<file path="src/sv/qs3d_pkg.sv">
// Shared types and constants for the smallest-three quaternion decoder.
package qs3d_pkg;

    localparam int COMPONENT_BITS = 16;
    localparam int RAD_W = 2 * (COMPONENT_BITS - 1);
    localparam int ROOT_W = COMPONENT_BITS - 1;
    localparam int REM_W = COMPONENT_BITS + 2;
    localparam int SQ_W = 2 * COMPONENT_BITS;
    localparam int SUM_W = 2 * COMPONENT_BITS + 2;
    localparam int NUM_CELLS = COMPONENT_BITS - 1;

    localparam longint unsigned SCALE_L = (64'd1 << (COMPONENT_BITS - 1)) - 64'd1;
    localparam logic [COMPONENT_BITS-1:0] SCALE = COMPONENT_BITS'(SCALE_L);
    localparam logic [SUM_W-1:0] FULL_SQ = SUM_W'(SCALE_L * SCALE_L);

    typedef enum logic [1:0] {
        IDX_X = 2'd0,
        IDX_Y = 2'd1,
        IDX_Z = 2'd2,
        IDX_W = 2'd3
    } qs3d_index_t;

    typedef struct packed {
        qs3d_index_t                       largest_index;
        logic                              largest_negative;
        logic signed [COMPONENT_BITS-1:0]  first_small;
        logic signed [COMPONENT_BITS-1:0]  second_small;
        logic signed [COMPONENT_BITS-1:0]  third_small;
    } qs3d_item_t;

    typedef struct packed {
        logic              valid;
        qs3d_item_t        item;
        logic [RAD_W-1:0]  rad;
        logic [REM_W-1:0]  rem;
        logic [ROOT_W-1:0] root;
    } qs3d_cell_t;

endpackage

</file>
<file path="src/sv/qs3d_front.sv">
// Front end: squares of the kept components, then the clamped radicand.
module qs3d_front (
    input  logic                   aclk,
    input  logic                   aresetn,
    input  logic                   en,
    input  logic                   in_valid,
    input  qs3d_pkg::qs3d_item_t   in_item,
    output qs3d_pkg::qs3d_cell_t   out_cell
);
    import qs3d_pkg::*;

    logic              a_valid_reg;
    qs3d_item_t        a_item_reg;
    logic [SQ_W-1:0]   sq0_reg, sq1_reg, sq2_reg;
    logic [SQ_W-1:0]   sq0_next, sq1_next, sq2_next;
    logic [SUM_W-1:0]  sum;
    logic [RAD_W-1:0]  rad;
    qs3d_cell_t        cell_reg;
    qs3d_cell_t        cell_next;

    assign sq0_next = SQ_W'($signed(in_item.first_small) * $signed(in_item.first_small));
    assign sq1_next = SQ_W'($signed(in_item.second_small) * $signed(in_item.second_small));
    assign sq2_next = SQ_W'($signed(in_item.third_small) * $signed(in_item.third_small));

    always_ff @(posedge aclk) begin
        if (!aresetn) begin
            a_valid_reg <= 1'b0;
        end else if (en) begin
            a_valid_reg <= in_valid;
        end
    end

    always_ff @(posedge aclk) begin
        if (en) begin
            a_item_reg <= in_item;
            sq0_reg    <= sq0_next;
            sq1_reg    <= sq1_next;
            sq2_reg    <= sq2_next;
        end
    end

    always_comb begin
        sum = SUM_W'(sq0_reg) + SUM_W'(sq1_reg) + SUM_W'(sq2_reg);
        if (sum >= FULL_SQ) begin
            rad = '0;
        end else begin
            rad = RAD_W'(FULL_SQ - sum);
        end
        cell_next.valid = a_valid_reg;
        cell_next.item  = a_item_reg;
        cell_next.rad   = rad;
        cell_next.rem   = '0;
        cell_next.root  = '0;
    end

    always_ff @(posedge aclk) begin
        if (!aresetn) begin
            cell_reg <= '0;
        end else if (en) begin
            cell_reg <= cell_next;
        end
    end

    assign out_cell = cell_reg;

endmodule

</file>
<file path="config.mk">
export PLATFORM = sky130hd
export DESIGN_NAME = qs3d_front
export DESIGN_NICKNAME = d
export VERILOG_FILES = /design/src/sv/qs3d_pkg.sv /design/src/sv/qs3d_front.sv
export SDC_FILE = /design/constraint.sdc
export NUM_CORES = 2
export LEC_CHECK = 0
export ABC_AREA = 1
export BUFFER_PORTS_ARGS = -buffer_cell sky130_fd_sc_hd__buf_2
export CAP_MARGIN = 10
export CORE_MARGIN = 2
export CORE_UTILIZATION = 45
export CTS_BUF_LIST = sky130_fd_sc_hd__clkbuf_16
export DETAILED_ROUTE_END_ITERATION = 8
export SLEW_MARGIN = 15
export SYNTH_ARGS = -nofsm -noshare
export SYNTH_HDL_FRONTEND = slang
export SYNTH_SLANG_ARGS = --single-unit
export TNS_END_PERCENT = 100
</file>
<file path="constraint.sdc">
create_clock -name aclk -period 9.9 [get_ports aclk]
set_input_delay 0.99 -clock aclk [delete_from_list [all_inputs] [get_ports aclk]]
set_output_delay 0.99 -clock aclk [all_outputs]
set_load 0.03 [all_outputs]
</file>
### After elaboration in Yosys (flattened, before gate mapping)

Cells that the tools add are included.

| storage, ports and cells | value |
|---|---|
| bits in registers | 230 |
| output and inout port bits | 115 |
| logic and storage cells | 24 |

| cells by class | value |
|---|---|
| $add $sub $neg | 3 |
| multipliers | 3 |
| magnitude comparators | 1 |
| mux-type cells | 1 |

Operator list:

| operator | count |
|---|---|
| multiplier 16 x 16 -> 32 bit | 3 |
| adder 33 x 32 -> 34 bit | 1 |
| >= comparator 34 x 30 -> 1 bit, second input constant | 1 |
| adder 32 x 32 -> 33 bit | 1 |
| 2-to-1 mux 30 bit | 1 |
| subtractor 30 bit, first input constant | 1 |

### Logic depth before layout (Yosys ltp)

| depth | value |
|---|---|
| word-level depth | 4 |
| gate-level depth with buffers | 28 |

### Least setup slack after synthesis

No wires, ideal clock.

| timing path | value |
|---|---|
| path type | input-to-reg |
| start point | in in_item[17] in the netlist's numbering |
| end point | reg sq1_reg[30] (data pin) |
| library setup time | 0.252 ns |
| arrival | 6.346 ns |
| data required time | 9.648 ns |
| slack | 3.302 ns |
| stages | 22 |
| path buffers | 2 |
| cells stage by stage | clkbuf_1 > buf_1 > nand2_1 > inv_1 > fa_1 > fa_1 > fa_1 > fa_1 > fa_1 > inv_1 > fa_1 > inv_1 > ha_1 > nand2_1 > nor4_1 > nand3_1 > o2111ai_1 > nand3_1 > nand2_1 > nand3_1 > nand3_1 > nand2_1 |

| between the ends | value |
|---|---|
| word-level cells in the longest chain between the ends | 1 |

RTL lines:

| what | RTL line | RTL |
|---|---|---|
| start, declared | qs3d_front.sv:7 | `input qs3d_pkg::qs3d_item_t in_item,` |
| multiplier 16 x 16 -> 32 bit | qs3d_front.sv:22 | `assign sq1_next = SQ_W'($signed(in_item.second_small) * $signed(in_item.second_small));` |
| net sq1_next[30] | qs3d_front.sv:15 | `logic [SQ_W-1:0] sq0_next, sq1_next, sq2_next;` |
| end signal, assigned | qs3d_front.sv:37 | `sq1_reg <= sq1_next;` |
| end, declared | qs3d_front.sv:14 | `logic [SQ_W-1:0] sq0_reg, sq1_reg, sq2_reg;` |

The timed path passes the listed nets, and every way through them passes these cells.
A chain may end at the register's enable or synchronous reset.

### Final worst setup path

| timing path | value |
|---|---|
| start point | in in_item[15] in the netlist's numbering |
| end point | reg sq2_reg[29] (data pin) |

| between the ends | value |
|---|---|
| word-level cells in the longest chain between the ends | 1 |

RTL lines:

| what | RTL line | RTL |
|---|---|---|
| multiplier 16 x 16 -> 32 bit | qs3d_front.sv:23 | `assign sq2_next = SQ_W'($signed(in_item.third_small) * $signed(in_item.third_small));` |
| net sq2_next[29] | qs3d_front.sv:15 |  |
| end signal, assigned | qs3d_front.sv:38 | `sq2_reg <= sq2_next;` |
| end, declared | qs3d_front.sv:14 |  |

The timed path passes the listed nets, and every way through them passes these cells.

==> key figures <==
Status
  • Status: completed

Detailed routing
  • Post-detailed-route count of antenna-violating nets: 0
  • Via-per-instance ratio: 4.781
  • DRC violations left: 0
  • TritonRoute pass-1 iters: 6
  • Number of design-rule violations left by the first detailed-router iteration: 1410
  • Detailed-route wire length: 87.69 mm
  • Via Count: approximately 27000
  • Final routed wire length divided by cell count: 15.40 microns

Timing
  • Number of hold-slack violations in the final timing report: 0
  • Setup repair after global routing missed its margin: false
  • Count of final setup violators: 0
  • Final hold slack: 0.4584 ns
  • Period minus WS final: ~6.4 ns
  • Final setup skew: 0.04470 ns
  • Setup TNS after final layout: 0 ns
  • Worst-margin pin slew: around 1.1 ns
  • Ratio of final minimum period to clock period: 64.54%
  • Max-slew headroom at the worst pin: roughly a quarter
  • Max-slew violation total from the final report: 0
  • Fmax: roughly 160 MHz
  • Worst setup slack after layout: 3.511 ns

Yosys
  • Count of distinct cell types in the synthesized netlist: 46
  • Area leader, netlist: sky130_fd_sc_hd__fa_1
  • Avg Synthesized Cell Area: 8.570 sq um
  • Total number of yosys warnings: 0
  • Sequential share of the synthesized area: 15.37%
  • Register bit total from synthesis: 224
  • Top cell type's share of synthesized area: 38.20%
  • Summed instance area of the synthesized netlist: roughly 0.038 sq mm
  • Top post-synthesis cells by area: sky130_fd_sc_hd__fa_1 (38%), sky130_fd_sc_hd__inv_1 (12%), sky130_fd_sc_hd__edfxtp_1 (11%), sky130_fd_sc_hd__ha_1 (10%), sky130_fd_sc_hd__nand2_1 (8.4%)
  • Synthesized instance count: 4476

Floorplan
  • Standard-cell row count: roughly 110
  • Initial Util: a little under half
  • Number of I/O pins: 170
  • Die width: 296.0 microns
  • Vertical die dimension: 296.0 microns
  • Die ar.: slightly below 0.09 sq mm
  • Placeable core region: 0.08488 sq mm

Clock tree
  • TritonCTS clock tree: done
  • Sink Count: between 200 and 250
  • Cts repair resizes: 0
  • Hold_buf cts: 0
  • Number of setup buffers added after CTS: 0
  • H-tree depth reported by CTS: 1
  • Clock input transition at the sequential cells of the worst setup and hold paths: 0.06 ns
  • Clk Latency, worst-skew pair: 0.63 ns
  • Master cell of the clock root buffer: sky130_fd_sc_hd__clkbuf_16
  • Cts bufs inserted: 30
  • Worst-case clock buffer depth: 3

Placement
  • Port Buffer Count: between 100 and 150
  • GP Congestion: ~0.90
  • Placement Setup Slack: 2.901 ns
  • Post-detailed-placement cell area: 0.03990 sq mm
  • Detailed placer's ending HPWL: 72.40 mm

Finish
  • P&R area growth vs syn: 6.615%
  • Fraction of final layout cells sized beyond drive strength 1: 5.717%
  • Largest register FFs: a little over 80
  • Final non-filler cell area: 0.04090 sq mm
  • Final net count: ~5600

GRT
  • Global-route total usage across every layer: 21.22%
  • Maximum number of pins on one net before global-route repair: 83
  • Global-route wire length before repair: 147.2 mm
  • Number of global-route vias before repair: 28360
  • Initial antenna violation count: 4
  • Total global routing overflow: 0

Setup path
  • Crit start category: primary input
  • Critical path fanouts, max: 23
  • Setup CP Type: in -> reg
  • Capturing element type of the critical path: flop
  • WP data arrival: just under 7 ns
  • Data required time of the critical path: 10.24 ns

Job
  • Maximum Capacitance Violations: 0

Worst hold path
  • Tightest Hold Check Type: reg -> reg
[critical path, stage by stage]
cell,delay [ns]
sky130_fd_sc_hd__buf_2,0.37
sky130_fd_sc_hd__clkinv_1,0.46
sky130_fd_sc_hd__nor2_1,0.29
sky130_fd_sc_hd__xnor2_1,0.10
sky130_fd_sc_hd__ha_1,0.20
sky130_fd_sc_hd__a31o_2,0.22
sky130_fd_sc_hd__fa_1,0.46
sky130_fd_sc_hd__fa_1,0.53
sky130_fd_sc_hd__fa_1,0.44
sky130_fd_sc_hd__fa_1,0.49
sky130_fd_sc_hd__inv_1,0.05
sky130_fd_sc_hd__fa_1,0.48
sky130_fd_sc_hd__inv_1,0.04
sky130_fd_sc_hd__ha_1,0.34
sky130_fd_sc_hd__nand2_1,0.08
sky130_fd_sc_hd__nor2_1,0.13
sky130_fd_sc_hd__inv_1,0.08
sky130_fd_sc_hd__nor3_1,0.12
sky130_fd_sc_hd__a21oi_1,0.13
sky130_fd_sc_hd__o21bai_1,0.30
sky130_fd_sc_hd__a21o_1,0.20
sky130_fd_sc_hd__a21oi_1,0.09
sky130_fd_sc_hd__xnor2_1,0.12
[placed cells by master, fill, tap and decap left out, types with 3 or more instances in the layout]
master,synthesis,final
sky130_fd_sc_hd__o2111ai_1,3,3
sky130_fd_sc_hd__nand2_1,857,857
sky130_fd_sc_hd__nor4_1,4,4
sky130_fd_sc_hd__buf_2,0,135
sky130_fd_sc_hd__o211ai_1,3,3
sky130_fd_sc_hd__a31o_2,6,6
sky130_fd_sc_hd__nor2_2,9,9
sky130_fd_sc_hd__clkinv_2,0,5
sky130_fd_sc_hd__nand3b_1,5,5
sky130_fd_sc_hd__nor2_4,5,5
sky130_fd_sc_hd__o21bai_1,22,22
sky130_fd_sc_hd__a21o_1,9,9
sky130_fd_sc_hd__edfxtp_1,141,141
sky130_fd_sc_hd__o21ai_0,107,107
sky130_fd_sc_hd__nand2_2,12,12
sky130_fd_sc_hd__or2_2,6,6
sky130_fd_sc_hd__xnor2_1,49,49
sky130_fd_sc_hd__nand4_1,29,29
sky130_fd_sc_hd__o21ai_1,4,4
sky130_fd_sc_hd__clkinv_1,3,4
sky130_fd_sc_hd__dfxtp_1,83,83
sky130_fd_sc_hd__nor3_1,22,22
sky130_fd_sc_hd__xor2_1,97,97
sky130_fd_sc_hd__conb_1,2,36
sky130_fd_sc_hd__clkbuf_16,0,32
sky130_fd_sc_hd__a21oi_1,155,155
sky130_fd_sc_hd__nor2_1,282,282
sky130_fd_sc_hd__clkinv_4,0,3
sky130_fd_sc_hd__inv_1,1224,1227
sky130_fd_sc_hd__buf_4,33,5
sky130_fd_sc_hd__fa_1,732,732
sky130_fd_sc_hd__a21oi_2,12,12
sky130_fd_sc_hd__o21a_1,9,9
sky130_fd_sc_hd__inv_2,13,15
sky130_fd_sc_hd__ha_1,308,308
sky130_fd_sc_hd__nand3_2,3,3
sky130_fd_sc_hd__nand3_1,88,88
[cells by family after synthesis]
kind of cell	after synthesis	share of synthesized area, %
other cells	2	0.01958
simple gates	1325	13.94
flops	224	15.37
fa+ha+maj	1040	48.25
xor+xnor	146	3.334
buf+inv	1399	14.07
compound gates	340	5.013
[final timing paths]
check | start | end | slack, ns | depth (start not counted)
max | in_item[15] | sq2_reg[29] | 3.51 | 23
min | out_cell[50] | out_cell[50] | 0.46 | 2
max reg2reg | sq0_reg[9] | out_cell[56] | 6.02 | 18
min reg2reg | out_cell[50] | out_cell[50] | 0.46 | 2
[final cells by class]
| type | instances | area, sq um |
|---|---|---|
| antenna | 2 | 5.005 |
| clock buffer | 32 | 800.8 |
| clock inverter | 24 | 185.2 |
| fill | 8347 | 43980 |
| inverter | 1240 | 4657 |
| multi-input combinational | 2887 | 27190 |
| sequential | 224 | 5896 |
| tap | 1144 | 1431 |
| timing repair buffer | 141 | 728.2 |
[synthesized netlist by cell type, drive strengths merged]
library cell	number
a21o	9
nand4	29
o221ai	2
inv	1237
a31o	6
edfxtp	141
o2111a	1
o21ai	111
nand2	869
xnor2	49
a41oi	1
clkinv	3
and2	1
dfxtp	83
a21oi	167
conb	2
nor3	23
ha	308
o21a	9
nand3b	5
o211a	1
a221o	1
o2111ai	3
nor4	4
xor2	97
and3	1
fa	732
a211oi	2
or2	6
o211ai	3
nor2	296
buf	39
nand3	91
o21bai	22
clkbuf	120
a31oi	2
[layer usage]
layer	track usage, %	up-vias	share of wire [%]
li1	-	13210	-
met1	30.32	13370	46
met2	35.20	563	47
met3	1.739	88	4.3
met4	5.001	0	2.4
met5	0	-	0
[per-stage QoR]
step / cells / utilization [%]
floorplan: 4510 / -
global placement: 5636 / 47.01
detailed placement: 5636 / 47.01
CTS: 5692 / 48.18
global route: 5693 / 48.18
finish: 5694 / 48.18
Power is not shown: default switching activity piles up to over one toggle a cycle in this logic, so the estimate is an artifact.
