`config.mk`:
```
export PLATFORM = sky130hd
export DESIGN_NAME = qs3d_sqrt_cell
export DESIGN_NICKNAME = d
export VERILOG_FILES = /design/src/sv/qs3d_pkg.sv /design/src/sv/qs3d_sqrt_cell.sv
export SDC_FILE = /design/constraint.sdc
export NUM_CORES = 1
export LEC_CHECK = 0
export BUFFER_PORTS_ARGS = -buffer_cell sky130_fd_sc_hd__buf_4
export CORE_ASPECT_RATIO = 1.25
export CORE_MARGIN = 2
export CORE_UTILIZATION = 51
export CTS_BUF_LIST = sky130_fd_sc_hd__clkbuf_16
export DETAILED_ROUTE_END_ITERATION = 10
export PLACE_DENSITY_LB_ADDON = 0.05
export SETUP_SLACK_MARGIN = 0.2
export SYNTH_ARGS = -nofsm -noshare
export SYNTH_HDL_FRONTEND = slang
export SYNTH_SLANG_ARGS = --single-unit
```
`constraint.sdc`:
```
create_clock -name aclk -period 3.8 [get_ports aclk]
set_input_delay 0.38 -clock aclk [delete_from_list [all_inputs] [get_ports aclk]]
set_output_delay 0.38 -clock aclk [all_outputs]
set_load 0.02 [all_outputs]
```
`src/sv/qs3d_pkg.sv`:
```
// Shared types and constants for the smallest-three quaternion decoder.
package qs3d_pkg;

    localparam int COMPONENT_BITS = 16;
    localparam int RAD_W = 2 * (COMPONENT_BITS - 1);
    localparam int ROOT_W = COMPONENT_BITS - 1;
    localparam int REM_W = COMPONENT_BITS + 2;
    localparam int SQ_W = 2 * COMPONENT_BITS;
    localparam int SUM_W = 2 * COMPONENT_BITS + 2;
    localparam int NUM_CELLS = COMPONENT_BITS - 1;

    localparam longint unsigned SCALE_L = (64'd1 << (COMPONENT_BITS - 1)) - 64'd1;
    localparam logic [COMPONENT_BITS-1:0] SCALE = COMPONENT_BITS'(SCALE_L);
    localparam logic [SUM_W-1:0] FULL_SQ = SUM_W'(SCALE_L * SCALE_L);

    typedef enum logic [1:0] {
        IDX_X = 2'd0,
        IDX_Y = 2'd1,
        IDX_Z = 2'd2,
        IDX_W = 2'd3
    } qs3d_index_t;

    typedef struct packed {
        qs3d_index_t                       largest_index;
        logic                              largest_negative;
        logic signed [COMPONENT_BITS-1:0]  first_small;
        logic signed [COMPONENT_BITS-1:0]  second_small;
        logic signed [COMPONENT_BITS-1:0]  third_small;
    } qs3d_item_t;

    typedef struct packed {
        logic              valid;
        qs3d_item_t        item;
        logic [RAD_W-1:0]  rad;
        logic [REM_W-1:0]  rem;
        logic [ROOT_W-1:0] root;
    } qs3d_cell_t;

endpackage

```
`src/sv/qs3d_sqrt_cell.sv`:
```
// One square-root cell: takes two radicand bits and settles one root bit.
module qs3d_sqrt_cell (
    input  logic                   aclk,
    input  logic                   aresetn,
    input  logic                   en,
    input  qs3d_pkg::qs3d_cell_t   in_cell,
    output qs3d_pkg::qs3d_cell_t   out_cell
);
    import qs3d_pkg::*;

    logic [REM_W-1:0] rem_shift;
    logic [REM_W-1:0] trial;
    qs3d_cell_t       cell_reg;
    qs3d_cell_t       cell_next;

    always_comb begin
        rem_shift = {in_cell.rem[REM_W-3:0], in_cell.rad[RAD_W-1 -: 2]};
        trial     = REM_W'({in_cell.root, 2'b01});
        cell_next       = in_cell;
        cell_next.rad   = {in_cell.rad[RAD_W-3:0], 2'b00};
        if (rem_shift >= trial) begin
            cell_next.rem  = rem_shift - trial;
            cell_next.root = {in_cell.root[ROOT_W-2:0], 1'b1};
        end else begin
            cell_next.rem  = rem_shift;
            cell_next.root = {in_cell.root[ROOT_W-2:0], 1'b0};
        end
    end

    always_ff @(posedge aclk) begin
        if (!aresetn) begin
            cell_reg <= '0;
        end else if (en) begin
            cell_reg <= cell_next;
        end
    end

    assign out_cell = cell_reg;

endmodule
```
======== Word level (Yosys, flattened, before mapping) ========
Cells that the tools add are included.
storage, ports and cells
  register bits after elaboration ......... 113
  latch bits .............................. 0
  RAM bits ................................ 0
  memory bits (read-only) ................. 0
  output and inout port bits .............. 115
  memories ................................ 0
operators by class
  add/subtract/negate cells ............... 1
  $mul .................................... 0
  div/mod/pow operators ................... 0
  magnitude comparators ................... 1
  equal/unequal tests ..................... 0
  shift operators ......................... 0
  mux-type cells .......................... 1
  bitwise logic cells ..................... 0
  reductions and logical operators ........ 0
operators with widths
  operator                                      count
  two-way mux 33 bit                            1
  greater-or-equal comparator 18 x 17 -> 1 bit  1
  subtractor 18 x 17 -> 18 bit                  1

======== Logic depth before layout (Yosys ltp) ========
Gate-level depths: netlist of the first run.
  word-level depth ........................ 2
  mapped depth ............................ 10
  mapped depth without buffers ............ 8

======== Least setup slack after synthesis of the first run ========
OpenSTA, ideal clock, no wires.
  path kind ............................... input -> register
  start ................................... input in_cell[13] in the netlist's numbering
  end ..................................... register cell_reg (netlist bit out_cell[15])
  setup time .............................. 131 ps
  data arrival time ....................... 2055 ps
  required time ........................... 3669 ps
  setup slack ............................. 1613 ps
  stages .................................. 9
  buffers on the path ..................... 2
  cells stage by stage .................... inv_1 ha_1 a21o_1 and2_1 or3_1 clkbuf_1 clkbuf_1 o2111ai_1 o211ai_1
on the way
  longest elaborated chain between the ends .. 2
ends and longest elaborated chain
  element                                       line                  text
  start: declaration                            qs3d_sqrt_cell.sv:6   input qs3d_pkg::qs3d_cell_t in_cell,
  greater-or-equal comparator 18 x 17 -> 1 bit  qs3d_sqrt_cell.sv:21  if (rem_shift >= trial) begin
  two-way mux 33 bit                            qs3d_sqrt_cell.sv:21
  end signal: assignment                        qs3d_sqrt_cell.sv:34  cell_reg <= cell_next;
  end: declaration                              qs3d_sqrt_cell.sv:13  qs3d_cell_t cell_reg;
Every way passes these cells.
A chain may end at the register's enable or synchronous reset.

======== Final worst setup path of the first run ========
  start ................................... input in_cell[10] in the netlist's numbering
  end ..................................... register cell_reg (netlist bit out_cell[20])
Same word-level chain as after synthesis.

==> reports/qor.yml, run 1 <==
ctsHoldBuffers: 0
cts_sinks: 113
clkTransAtPathRegs_ps: 50
dominantRegCellSynth: "dfxtp_1"
netlist_area_um2: 5250
dieArea_um2: 11100
ir_worst_vdd_mv: 0.512
crit_chain: "buf_4 -> inv_1 -> ha_1 -> o21ai_0 -> nor2_1 -> nor3_2 -> a31o_1 -> nand2_1 -> a311oi_1"
synth_edf_count: 0
worstPathArrival_ps: 2650
end_kind: "flip-flop"
grtUsageTotal_pct: 28.3
max_freq_mhz: 426
critPathKind: "in2reg"
syn-instance-count: 578
yosysTopAreaCellShare_pct: 43.1
crit_buf_inv: 2
grt_max_degree: 87
clock-root-buffer: "clkbuf_16"
insertion_delay_ps: 400
r2r-start: "out_cell[29]$_SDFFE_PN0P_"
slew_headroom_pct: 48.5
holdPathEnd: "out_cell[35]$_SDFFE_PN0P_"
max-cap-violations: 0
largest_register_ffs: 113
cp_top_family: "compound AO/OA/AOI/OAI gates"
dr.pass1.iters: 4
grt_pass1_vias: 5146
vias: 5048
wl_per_cell_um: 17.0
io_pins: 233
power-per-cell-area_nw_per_um2: 501
max_stage_delay_ps: 550
final-hold-violation-count: 0
io_buffers: 228
grt_setup_unrepaired: "no"
synthTopCellsByArea: "dfxtp_1 (43%), mux2i_1 (18%), nor2_1 (7.6%)"
vias_per_cell: 5.43
crit_fanout: 14
yosysWarnings: 0
ant_nets: 0
antennaDiodeCount: 0
grt_pass1_wl_um: 24800
postCtsSetupBuffers: 0
crit_slowest_cell: "a31o_1"
core_um2: 10100
cts_max_level: 4
start_util_pct: 52.2
r2r_end: "out_cell[29]$_SDFFE_PN0P_"
hpwl_um: 11500
antenna_found_initial: 0
start_kind: "primary input"
synth.distinct_cells: 49
avgSynthCellArea_um2: 9.09
min_period_ps: 2350
yosys.area.top_type: "dfxtp_1"
clockBufferDepth: 2
drtIter0Drc: 192
nets: 923
ctsResizeCount: 0
cts_tree: "done"
final_core_util_pct: 76.3
numCtsBuffers: 17
hold_start: "in_cell[33]"
hold_depth: 3
async_reset_ff_share_pct: 0
r2r_slack_ps: 3010
cp.required_ps: 4110
drcViolationCount: 0
die_y_um: 117
synth_seq_cells: 113
overflow: 0
p_leak_nw: 3.79
die_w_um: 94.8
maxSlewViolCount: 0
yosysSeqAreaShare_pct: 43.1
worst_pin_slew_ps: 773
setup_tns_ps: 0
finalCritPeriodShare_pct: 61.7
std_cell_rows: 41
rr_worst_depth: 3
area_growth_pct: 46.0
drive_above_1_share_pct: 33.2
setup_viol: 0
fin_skew_ps: 0
gp_congestion: 0.958
hold_path_class: "in2reg"
status: "completed"
wl_um: 15800
cells by family after synthesis:
family | synth area share, %
multiplexers | 18.1
flip-flops | 43.1
adder cells (fa/ha/maj) | 4.05
buffers and inverters | 4.98
AO/OA/AOI/OAI | 13.8
AND/OR/NAND/NOR | 14.3
other | 0.0714
XOR/XNOR | 1.67
synthesized netlist by cell type, types with 2 or more instances:
cell type	instances
nand4_1	3
nand3_1	18
buf_4	3
buf_1	12
and2_1	2
nor3_1	5
mux2i_1	94
a2111oi_0	2
xnor2_1	8
clkbuf_1	19
o2111ai_1	3
and3_1	3
nand3b_1	4
and4_1	3
buf_2	7
a211o_1	4
nand2_1	13
ha_1	17
a311oi_1	3
a31oi_1	11
xor2_1	2
o31a_1	2
a31o_1	2
nor2_1	106
inv_1	21
or3_1	3
a21oi_1	19
o21ai_0	31
a21o_1	7
o211ai_1	10
a211oi_1	6
nand2b_1	5
dfxtp_1	113
o22ai_1	2
metrics by stage:
step | cells | total power, mW | cell area, um2 | setup WS [ps] | hold WS (ps)
floorplan | 579 | 1.74 | 5260 | 1610 | 528
global placement | 898 | 2.02 | 7000 | 1080 | 463
detailed placement | 898 | 2.04 | 7000 | 1090 | 478
CTS | 930 | 3.86 | 7670 | 1460 | 199
global route | 930 | 3.99 | 7670 | 1270 | 205
finish | 930 | 3.85 | 7670 | 1450 | 209
worst max path at each step:
stage | startpoint | endpoint | slack [ps] | cells past startpoint
global route | in_cell[10] | out_cell[16]$_SDFFE_PN0P_ | 1270 | 9
CTS | in_cell[10] | out_cell[20]$_SDFFE_PN0P_ | 1460 | 9
finish | in_cell[10] | out_cell[20]$_SDFFE_PN0P_ | 1450 | 9
floorplan | in_cell[13] | out_cell[15]$_SDFFE_PN0P_ | 1610 | 9
global placement | in_cell[9] | out_cell[16]$_SDFFE_PN0P_ | 1080 | 9
detailed placement | in_cell[9] | out_cell[16]$_SDFFE_PN0P_ | 1090 | 9
worst reg2reg max path, delay by kind of cell, from the launching register on:
kind,cells,cell delay (ps)
flip-flops,1,310
AO/OA/AOI/OAI,2,300
AND/OR/NAND/NOR,1,70
layout make-up:
| class | instances | area (um2) |
|---|---|---|
| flip-flops and latches | 113 | 2260 |
| repair buffers | 232 | 1760 |
| clock buffers | 17 | 425 |
| multi-input cells | 402 | 2730 |
| fillers | 738 | 2380 |
| inverters | 22 | 82.6 |
| clock inverters | 15 | 248 |
| well taps | 129 | 161 |
layout by cell type, fill, tap and decap left out, drive strengths merged, types with 7 or more instances in the layout:
cell type  instances
nand2             13
clkbuf            17
nor2             106
a21o               7
a31oi             12
xnor2              8
o211ai            10
buf              232
nand3             18
mux2i             94
inv               25
bufinv             7
dfxtp            113
a21oi             19
ha                17
o21ai             31
report_power, final:
part | switching [mW] | total, mW | leakage, nW | internal (mW)
clock | 0.539 | 1.82 | 0.338 | 1.28
sequential | 0.0429 | 1.31 | 0.934 | 1.27
combinational | 0.389 | 0.716 | 2.52 | 0.327
metal layers:
layer | global-route usage (%) | share of wire (%) | wire length, um
met3 | 11.2 | 8.8 | 1400
met2 | 48.8 | 51 | 8130
met5 | 0 | 0 | 0
met1 | 29.4 | 36 | 5630
met4 | 13.5 | 4.0 | 639
Note: power is estimated with default switching activity, not from simulation.
==> inputs of run 2 (changes only) <==
--- a/config.mk
+++ b/config.mk
@@ -8,7 +8,7 @@
 export BUFFER_PORTS_ARGS = -buffer_cell sky130_fd_sc_hd__buf_4
 export CORE_ASPECT_RATIO = 1.25
 export CORE_MARGIN = 2
-export CORE_UTILIZATION = 51
+export CORE_UTILIZATION = 43
 export CTS_BUF_LIST = sky130_fd_sc_hd__clkbuf_16
 export DETAILED_ROUTE_END_ITERATION = 10
 export PLACE_DENSITY_LB_ADDON = 0.05
==> constraint.sdc (replaced) <==
create_clock -name aclk -period 2.11 [get_ports aclk]
set_input_delay 0.211 -clock aclk [delete_from_list [all_inputs] [get_ports aclk]]
set_output_delay 0.211 -clock aclk [all_outputs]
set_load 0.02 [all_outputs]
==> run 2 against run 1 <==
  * Worst hold slack got worse by 170 ps
  * Global-route usage fell by 3.4 points
  * Die area is 18% higher
  * Design area increased by 4.9%
  * Non-clock buffer count increased by 47
  * Critical path depth up 1
  * Combinational power grew 100%
  * Sequential share of layout area is 1.4 points lower
  * Sequential power grew 80%
  * Clock power rose by 42%
  * Power grew 65%
  * Utilization decreased by 9.5 points
  * Critical endpoint is now out_cell[16]$_SDFFE_PN0P_
==> reports/qor.yml, run 2 (same netlist as run 1, synthesis figures left out) <==
die_y_um: 128  # +8.6%
io_pins: 233  # unchanged
busiest_layer: "met2"
gr-usage-met3_pct: 8.32  # -2.9 points
r2r_slack_ps: 1290  # -1720 ps
io_buffers: 228  # unchanged
drive_above_1_share_pct: 38.3  # +5.1 points
min_period_ps: 1790
r2r-start: "out_cell[23]$_SDFFE_PN0P_"
area_growth_pct: 53.1
wl_um: 16200  # +2.6%
worst_pin_slew_ps: 593  # -180 ps
fin_skew_ps: 0  # unchanged
insertion_delay_ps: 400  # about the same
dieArea_um2: 13100  # +18%
grt_use_met2_pct: 43.1  # -5.8 points
power_frac_clock_pct: 40.5  # -6.8 points
hold_path_class: "in2reg"
cts_tree: "done"
grt_pass1_wl_um: 25400  # +2.4%
status: "completed"
antenna_found_initial: 0  # unchanged
hpwl_um: 12000  # +4.7%
setup_tns_ps: 0  # unchanged
ctsHoldBuffers: 0  # unchanged
ir_worst_vdd_mv: 0.560  # +9.2%
drtIter0Drc: 178  # -7.3%
grt_max_degree: 64  # -26%
cts_sinks: 113  # unchanged
whs_ps: 36.4  # -172 ps
worstPathArrival_ps: 2100  # -550 ps
grt_pass1_vias: 5111  # -0.68%
max-cap-violations: 0  # unchanged
mostFrequentLayoutCells: "buf_4 (275), dfxtp_1 (113), nor2_1 (106)"
gp_congestion: 0.887  # -7.4%
nets: 970  # +5.1%
wl_per_cell_um: 16.1  # -5.5%
rr_worst_depth: 3  # unchanged
overflow: 0  # unchanged
endpoint: "out_cell[16]$_SDFFE_PN0P_"
drcViolationCount: 0  # unchanged
dr.pass1.iters: 4  # unchanged
grtUsageTotal_pct: 24.9  # -3.4 points
clock-root-buffer: "clkbuf_16"
start_util_pct: 43.6  # -8.6 points
final_common_cell: "buf_4"
final-hold-violation-count: 0  # unchanged
largest_register_ffs: 113  # unchanged
crit_start: "in_cell[9]"
switching_share_pct: 28.4  # +3.2 points
r2r_end: "out_cell[23]$_SDFFE_PN0P_"
grt_use_met1_pct: 28.0  # -1.4 points
slew_headroom_pct: 60.2  # +12 points
start_kind: "primary input"
setup_viol: 0  # unchanged
std_cell_rows: 45  # +9.8%
numCtsBuffers: 17  # unchanged
vias: 5091  # +0.85%
clkTransAtPathRegs_ps: 60  # about the same
end_kind: "flip-flop"
power.internal_mw: 4.55  # +58%
clockBufferDepth: 2  # unchanged
comb_power_share_pct: 22.4  # +3.8 points
vias_per_cell: 5.04  # -7.1%
cts_max_level: 4  # unchanged
grt_setup_unrepaired: "no"
critPathKind: "in2reg"
maxSlewViolCount: 0  # unchanged
cp.required_ps: 2420  # -1690 ps
ant_nets: 0  # unchanged
crit_fanout: 9  # -5
core_um2: 12000  # +20%
antennaDiodeCount: 0  # unchanged
finalCritPeriodShare_pct: 84.7
die_w_um: 103  # +8.5%
power-per-cell-area_nw_per_um2: 791  # +58%
p_sw_mw: 1.81  # +86%
seq_power_share_pct: 37.1  # +3.0 points
p_leak_nw: 3.93  # +3.8%
max_freq_mhz: 560
-- run 2: changes by cell type in the layout (fill, tap and decap cells not counted), moves of 6 or more --
cell,previous run,this run
ha_1,17,9
bufinv_16,7,1
buf_4,230,275
ha_4,0,6
-- run 2: area by class of cell --
class	count	area (um2)
clock inverters	13	98.8
repair buffers	279	2140
multi-input cells	402	2830
inverters	22	85.1
fillers	1062	4010
clock buffers	17	425
flip-flops and latches	113	2260
well taps	164	205
-- run 2: worst min-delay path by stage --
stage | start | endpoint | slack (ps) | depth (start not counted)
6_report | in_cell[91] | out_cell[91]$_SDFFE_PN0P_ | 40 | 3
5_1_grt | in_cell[72] | out_cell[72]$_SDFFE_PN0P_ | 30 | 3
4_1_cts | in_cell[36] | out_cell[38]$_SDFFE_PN0P_ | 30 | 3
3_5_place_dp | in_cell[40] | out_cell[42]$_SDFFE_PN0P_ | 450 | 3
3_3_place_gp | in_cell[58] | out_cell[60]$_SDFFE_PN0P_ | 440 | 3
2_1_floorplan | in_cell[75] | out_cell[75]$_SDFFE_PN0P_ | 360 | 2
-- run 2: through the flow --
step | std cells | worst slack, ps | total power, mW | instance area [um2] | utilization, %
2_1_floorplan | 579 | 205 | 3.16 | 5330 | -
3_3_place_gp | 980 | -81.3 | 3.78 | 7480 | 62.0
3_5_place_dp | 980 | -128 | 3.81 | 7480 | 62.0
4_1_cts | 1010 | 271 | 6.39 | 8000 | 66.4
5_1_grt | 1010 | 204 | 6.64 | 8040 | 66.7
6_report | 1010 | 323 | 6.36 | 8040 | 66.7
-- run 2: repair_timing --
action | CTS | global route
setup endpoints to repair | 0 | 10
hold endpoints to repair | 0 | 0
gates resized for setup | 0 | 7
setup buffers | 0 | 0
-- run 2: critical path, cell delays in order --
cell and delay [ps]:
buf_4 100, inv_1 40, ha_2 360, nand4_1 150
nor4_2 330, nor3_2 100, a31o_1 260, buf_4 180
and4_1 190, a311oi_2 180
-- run 2: power groups by stage --
stage	registers (mW)	logic, mW	clock network (mW)
after floorplan	2.56	0.596	0
after CTS	2.36	1.42	2.62
after global placement	2.39	1.39	0
after global routing	2.37	1.55	2.72
final	2.36	1.43	2.58
after detailed placement	2.40	1.41	0
-- run 2: per-layer routing --
layer	share of wire (%)	vias to the layer above	wire, um
met5	0	-	0
met4	2.6	0	426
met3	7.5	25	1210
met2	51	167	8250
met1	39	2358	6330
li1	-	2541	-
